$ cat config.mk
export PLATFORM = sky130hd
export DESIGN_NAME = r2fft_bfly
export DESIGN_NICKNAME = d
export VERILOG_FILES = /design/src/sv/r2fft_pkg.sv /design/src/sv/r2fft_bfly.sv
export SDC_FILE = /design/constraint.sdc
export NUM_CORES = 2
export LEC_CHECK = 0
export ABC_AREA = 0
export BUFFER_PORTS_ARGS = -buffer_cell sky130_fd_sc_hd__buf_2
export CORE_MARGIN = 2
export CORE_UTILIZATION = 50
export DETAILED_ROUTE_END_ITERATION = 16
export HOLD_SLACK_MARGIN = 0.02
export PLACE_DENSITY = 0.66
export SETUP_SLACK_MARGIN = 0.02
export SYNTH_ARGS = -nofsm -noshare
export SYNTH_HDL_FRONTEND = slang
export SYNTH_SLANG_ARGS = --single-unit
$ cat constraint.sdc
create_clock -name clk -period 9.7 [get_ports clk]
set_input_delay 0.97 -clock clk [delete_from_list [all_inputs] [get_ports clk]]
set_output_delay 0.97 -clock clk [all_outputs]
set_load 0.01 [all_outputs]
$ cat src/sv/r2fft_pkg.sv
// Package for the radix-2 FFT engine: word types, register indexes, the
// quarter-wave cosine table and elaboration-time helpers. No dependencies.
package r2fft_pkg;

  localparam int MAX_POINTS_DEF   = 64;
  localparam int TWIDDLE_BITS_DEF = 16;
  localparam int DATA_W           = 24;
  localparam int TABLE_FRAC       = 22;
  localparam int CFG_W            = 3;
  localparam int CFG_IDX_W        = 1;

  localparam logic [CFG_IDX_W-1:0] CFG_LOG2_LENGTH  = 1'b0;
  localparam logic [CFG_IDX_W-1:0] CFG_INVERSE_MODE = 1'b1;

  typedef struct packed {
    logic signed [15:0] sample_re;
    logic signed [15:0] sample_im;
  } in_word_t;

  typedef struct packed {
    logic signed [23:0] result_re;
    logic signed [23:0] result_im;
    logic [5:0]         bin_index;
    logic               last_result;
  } out_word_t;

  typedef struct packed {
    logic signed [DATA_W-1:0] re;
    logic signed [DATA_W-1:0] im;
  } cplx_t;

  // cos(2*pi*i/64) in Q1.22, i = 0 .. 16
  localparam int QUARTER_COS [17] = '{
    4194304, 4174107, 4113712, 4013699, 3875032, 3699046, 3487436, 3242241,
    2965821, 2660838, 2330230, 1977181, 1605091, 1217542, 818268, 411114, 0
  };

  // Largest log2 length, at most six, whose length fits in mp points.
  function automatic int max_log(input int mp);
    int l;
    l = 1;
    for (int i = 0; i < 5; i++) begin
      if (l < 6 && (1 << (l + 1)) <= mp) l = l + 1;
    end
    return l;
  endfunction

  // Twiddle magnitude from the table, rounded half up to tb-2 fraction bits.
  function automatic logic signed [23:0] tw_mag(input logic [4:0] i, input int tb);
    int sh;
    int q;
    sh = TABLE_FRAC - (tb - 2);
    q  = (i > 5'd16) ? QUARTER_COS[16] : QUARTER_COS[i];
    if (sh == 0) return 24'(q);
    return 24'((q + (1 << (sh - 1))) >>> sh);
  endfunction

endpackage

$ cat src/sv/r2fft_bfly.sv
// Butterfly unit of the radix-2 FFT engine: registered complex product of the
// lower leg with the twiddle, then rounding, sum, difference and saturation.
// Depends on r2fft_pkg.
module r2fft_bfly #(
  parameter int TWB = r2fft_pkg::TWIDDLE_BITS_DEF
) (
  input  logic                  clk,
  input  logic                  mul_en,
  input  r2fft_pkg::cplx_t      u,
  input  r2fft_pkg::cplx_t      v,
  input  logic signed [TWB-1:0] wc,
  input  logic signed [TWB-1:0] ws,
  output r2fft_pkg::cplx_t      sum,
  output r2fft_pkg::cplx_t      dif
);
  import r2fft_pkg::*;

  localparam int PR = DATA_W + TWB;
  localparam int F  = TWB - 2;
  localparam logic signed [PR:0] RND = (PR + 1)'(1) << (F - 1);

  logic signed [PR-1:0] prr_r, pii_r, pri_r, pir_r;
  logic signed [PR:0]   tr_full, ti_full, tr, ti;
  logic signed [PR+1:0] s_re, s_im, d_re, d_im;

  function automatic logic signed [DATA_W-1:0] sat(input logic signed [PR+1:0] x);
    logic hi_same;
    hi_same = (&x[PR+1:DATA_W-1]) || !(|x[PR+1:DATA_W-1]);
    if (hi_same) return x[DATA_W-1:0];
    return x[PR+1] ? {1'b1, {(DATA_W-1){1'b0}}} : {1'b0, {(DATA_W-1){1'b1}}};
  endfunction

  always_ff @(posedge clk) begin
    if (mul_en) begin
      prr_r <= v.re * wc;
      pii_r <= v.im * ws;
      pri_r <= v.re * ws;
      pir_r <= v.im * wc;
    end
  end

  assign tr_full = prr_r - pii_r + RND;
  assign ti_full = pri_r + pir_r + RND;
  assign tr = tr_full >>> F;
  assign ti = ti_full >>> F;

  assign s_re = u.re + tr;
  assign s_im = u.im + ti;
  assign d_re = u.re - tr;
  assign d_im = u.im - ti;

  assign sum.re = sat(s_re);
  assign sum.im = sat(s_im);
  assign dif.re = sat(d_re);
  assign dif.im = sat(d_im);

endmodule
---- Word level (Yosys, flattened, before mapping) ----
Index checks and enable logic that the tools add are counted.
word-level totals
  logic and storage cells ................. 48
  bits in registers ....................... 160
operators by class
  muxes and demuxes ....................... 16
  add/subtract/negate cells ............... 8
  multiply operators ...................... 4
  reduce and logical (&&, ||, !) cells .... 16
operators with widths
  operator                number
  $mux 24                 12
  $mul 24x16->40          4
  $add 41x15->41 const B  2
  $reduce_and 19->1       4
  $reduce_or 19->1        4
  $add 24x27->28          2
  $sub 24x27->28          2
  $add 40x40->41          1
  $sub 40x40->41          1
  $logic_not 1->1         4
  $logic_or 1x1->1        4
  $mux 1                  4

---- Logic depth before layout (Yosys ltp) ----
  depth in word-level cells ............... 8
  depth in mapped cells ................... 30

---- Least setup slack after synthesis ----
Ideal clock, no wire load.
  path kind ............................... input -> register
  from .................................... input port wc[1]
  to ...................................... register prr_r[38] (data pin)
  path slack .............................. 2.402 ns
  cell stages on the path ................. 26
  arrival time ............................ 7.036 ns
  library setup time ...................... 0.262 ns
  buffers on the path ..................... 2
  path through ............................ clkbuf_1 -> clkbuf_1 -> nand2_1 -> fa_1 -> inv_1 -> fa_1 -> inv_1 -> fa_1 -> inv_1 -> fa_1 -> fa_1 -> inv_1 -> fa_1 -> inv_1 -> ha_1 -> nand2_1 -> nor3_1 -> a31oi_1 -> o21ai_0 -> o21ai_0 -> o21a_1 -> o21ai_0 -> a2111o_1 -> a311oi_1 -> a21oi_1 -> xor2_1
between the ends
  cells in the longest elaborated chain, start to end .. 1
ends and longest elaborated chain
  item                    RTL line          RTL
  start: declaration      r2fft_bfly.sv:11  input logic signed [TWB-1:0] wc,
  $mul 24x16->40          r2fft_bfly.sv:35  prr_r <= v.re * wc;
  end signal: assignment  r2fft_bfly.sv:35
  end: declaration        r2fft_bfly.sv:22  logic signed [PR-1:0] prr_r, pii_r, pri_r, pir_r;
Every way passes these cells.
A chain may end at the register's enable or synchronous reset.

==> impl_metrics.csv <==
group,metric,value,unit
floorplan,die_h,378,um
setup_path,setup.worst_path.class,"reg -> out",
cts,cts_root_buffer,"clkbuf_16",
worst_hold_path,hp-class,"in -> reg",
route,drt_wl_total,172000,um
cells_and_area,final_cell_mix,"inv_1, fa_1, nand2_1, ha_1, and2_1",
setup_path,worstSetupStartpointType,"flop",
timing,maxSlewHeadroom,12.1,%
place,gp_congestion,0.873,
synthesis,yosys.cell_types.count,85,
route,ant_nets,0,
synthesis,synth_area_leaders,"fa_1, ha_1, inv_1, edfxtp_1, and2_1",
cts,clock_path_buffers,2,
floorplan,io_pins,226,
job,drv_cap,0,
cts,cts_sinks,160,
cts,clk_pin_slew,70,ps
floorplan,start_util,50.2,%
setup_path,path_max_fanout,23,
timing,fmax,112,MHz
cts,ctsResizeCount,0,
place,dp_hpwl,137000,um
route,drt_iter0_markers,3194,
global_route,grt_pass1_vias,54151,
synthesis,avgSynthCellArea,8.93,um2
cells_and_area,nets,10036,
synthesis,synth_edf_count,160,
timing,worst_pin_slew,1320,ps
setup_path,path_buf_inv,3,
timing,setup_viol,0,
route,wl_per_cell,17.8,um
global_route,grt_pass1_wl,287000,um
cts,cts_tree,"yes",
cts,cts.htree.levels,4,
floorplan,core,139000,um2
synthesis,yosysTopAreaCell,"fa_1",
synthesis,synth_nets,10104,
setup_path,crit_path_top_delay_cell,"o41a_1",
run_status,status,"finished clean",
timing,fin_crit_sh,92.3,%
setup_path,path_delay_family,"compound AO/OA/AOI/OAI gates",
cells_and_area,layout-drive-gt1-share,4.64,%
timing,final.setup.tns,0,ps
synthesis,synthArstFlopShare,0,%
route,drc,0,
timing,final.min_clock_period,8950,ps
global_route,grt_antenna_before_repair,14,
synthesis,yosysSeqAreaShare,6.88,%
timing,maxSlewViolCount,0,
cells_and_area,num-fill-cells,13075,
setup_path,crit_required,8730,ps
worst_hold_path,hold_path.startpoint,"mul_en",
synthesis,syn_inst,7819,
setup_path,slowest_delay,820,ps
place,port_buffers,225,
synthesis,synth_top_cell_area_share,43.0,%
synthesis,ys_seq_elements,160,
global_route,grt_usage,25.5,%
cts,postCtsHoldBufs,0,
floorplan,die-area,143000,um2
global_route,grt_start_max_net_pins,60,
floorplan,rows,137,
cells_and_area,final_common_cell,"inv_1",
synthesis,syn_area,69800,um2
global_route,overflow,0,
timing,hold_violations,0,
floorplan,dieWidth,378,um
route,vias,51334,
synthesis,ys.flop_type,"edfxtp_1",
cts,cts_buffers,17,
cts,post_cts_buffers,0,
setup_path,worst_setup_path_end_kind,"output pin",
route,viasPerCell,5.32,
setup_path,setup.worst_path.start,"pri_r[8]$_DFFE_PP_",
cells_and_area,syn2layout_area_growth,4.33,%
setup_path,cp.arrival,7980,ps
setup_path,crit_top_cell,"o21ai_0",
timing,rsz0062_at_grt,"false",
route,drt_first_pass_iters,6,
synthesis,yosys_warnings,0,
cell usage after synthesis (9+ instances only):
| library cell | n |
|---|---|
| nor2b_1 | 32 |
| ha_1 | 655 |
| fa_1 | 1500 |
| o21bai_1 | 50 |
| a21o_1 | 136 |
| nor2_1 | 259 |
| o211ai_1 | 9 |
| clkbuf_1 | 348 |
| nand4_1 | 20 |
| o21a_1 | 43 |
| o21ai_0 | 166 |
| nand3_1 | 34 |
| o22ai_1 | 9 |
| nand2_1 | 924 |
| xnor2_1 | 247 |
| a31oi_1 | 26 |
| and2_1 | 607 |
| a211oi_1 | 29 |
| and3_1 | 15 |
| nand2b_1 | 62 |
| nor3_1 | 38 |
| o21ai_1 | 20 |
| nor4_1 | 11 |
| a21oi_1 | 254 |
| o31ai_1 | 17 |
| or3_1 | 17 |
| xor2_1 | 74 |
| or2_2 | 17 |
| edfxtp_1 | 160 |
| inv_1 | 1894 |
registers in the layout (all words and copies together), names as in the netlist:
name   count
prr_r     40
pii_r     40
pir_r     40
pri_r     40
metal layers:
metal / routed length [um] / up-vias / GRT usage (%)
met5: 66 / - / 0
met4: 5280 / 10 / 7.95
met3: 11200 / 224 / 3.72
met2: 79900 / 1518 / 40.3
met1: 75700 / 26316 / 36.3
li1: - / 23266 / -
cell type report:
| cell class | count | area (um2) | area share, % |
|---|---|---|---|
| multi-input cells | 5394 | 56400 | 77.5 |
| flip-flops and latches | 160 | 4800 | 6.60 |
| diodes | 5 | 12.5 | 0.0172 |
| clock inverters | 15 | 114 | 0.156 |
| repair buffers | 282 | 1560 | 2.14 |
| clock buffers | 17 | 425 | 0.584 |
| well taps | 1876 | 2350 | 3.22 |
| inverters | 1896 | 7120 | 9.77 |
path summary, 6_finish.rpt:
path | slack (ps) | depth (start not counted) | to
max | 750 | 27 | dif[3]
min | 870 | 1 | prr_r[7]$_DFFE_PP_
through the flow:
stage | util (%) | setup WS [ps] | instance area (um2) | instances | hold WS [ps]
2_1_floorplan | - | 2400 | 69800 | 7819 | 1080
3_3_place_gp | 52.0 | 1170 | 72300 | 9608 | 1430
3_5_place_dp | 52.0 | 966 | 72300 | 9608 | 1440
4_1_cts | 52.4 | 664 | 72800 | 9640 | 846
5_1_grt | 52.4 | 57.5 | 72800 | 9643 | 872
6_report | 52.4 | 746 | 72800 | 9645 | 871
cells by family (layout without fill, tap and decap cells):
kind of cell	Yosys count	in the layout	share of synthesized area, %
AO/OA/AOI/OAI	857	857	7.87
XOR/XNOR	321	321	4.03
adder cells (fa/ha/maj)	2155	2155	54.8
buffers and inverters	2265	2210	12.3
flip-flops	160	160	6.88
multiplexers	3	3	0.0448
other	0	5	0
AND/OR/NAND/NOR	2058	2058	14.1
Power is left out: the tool's default activity adds up to more than one toggle a clock period on the data nets, which glitch-free logic cannot reach.
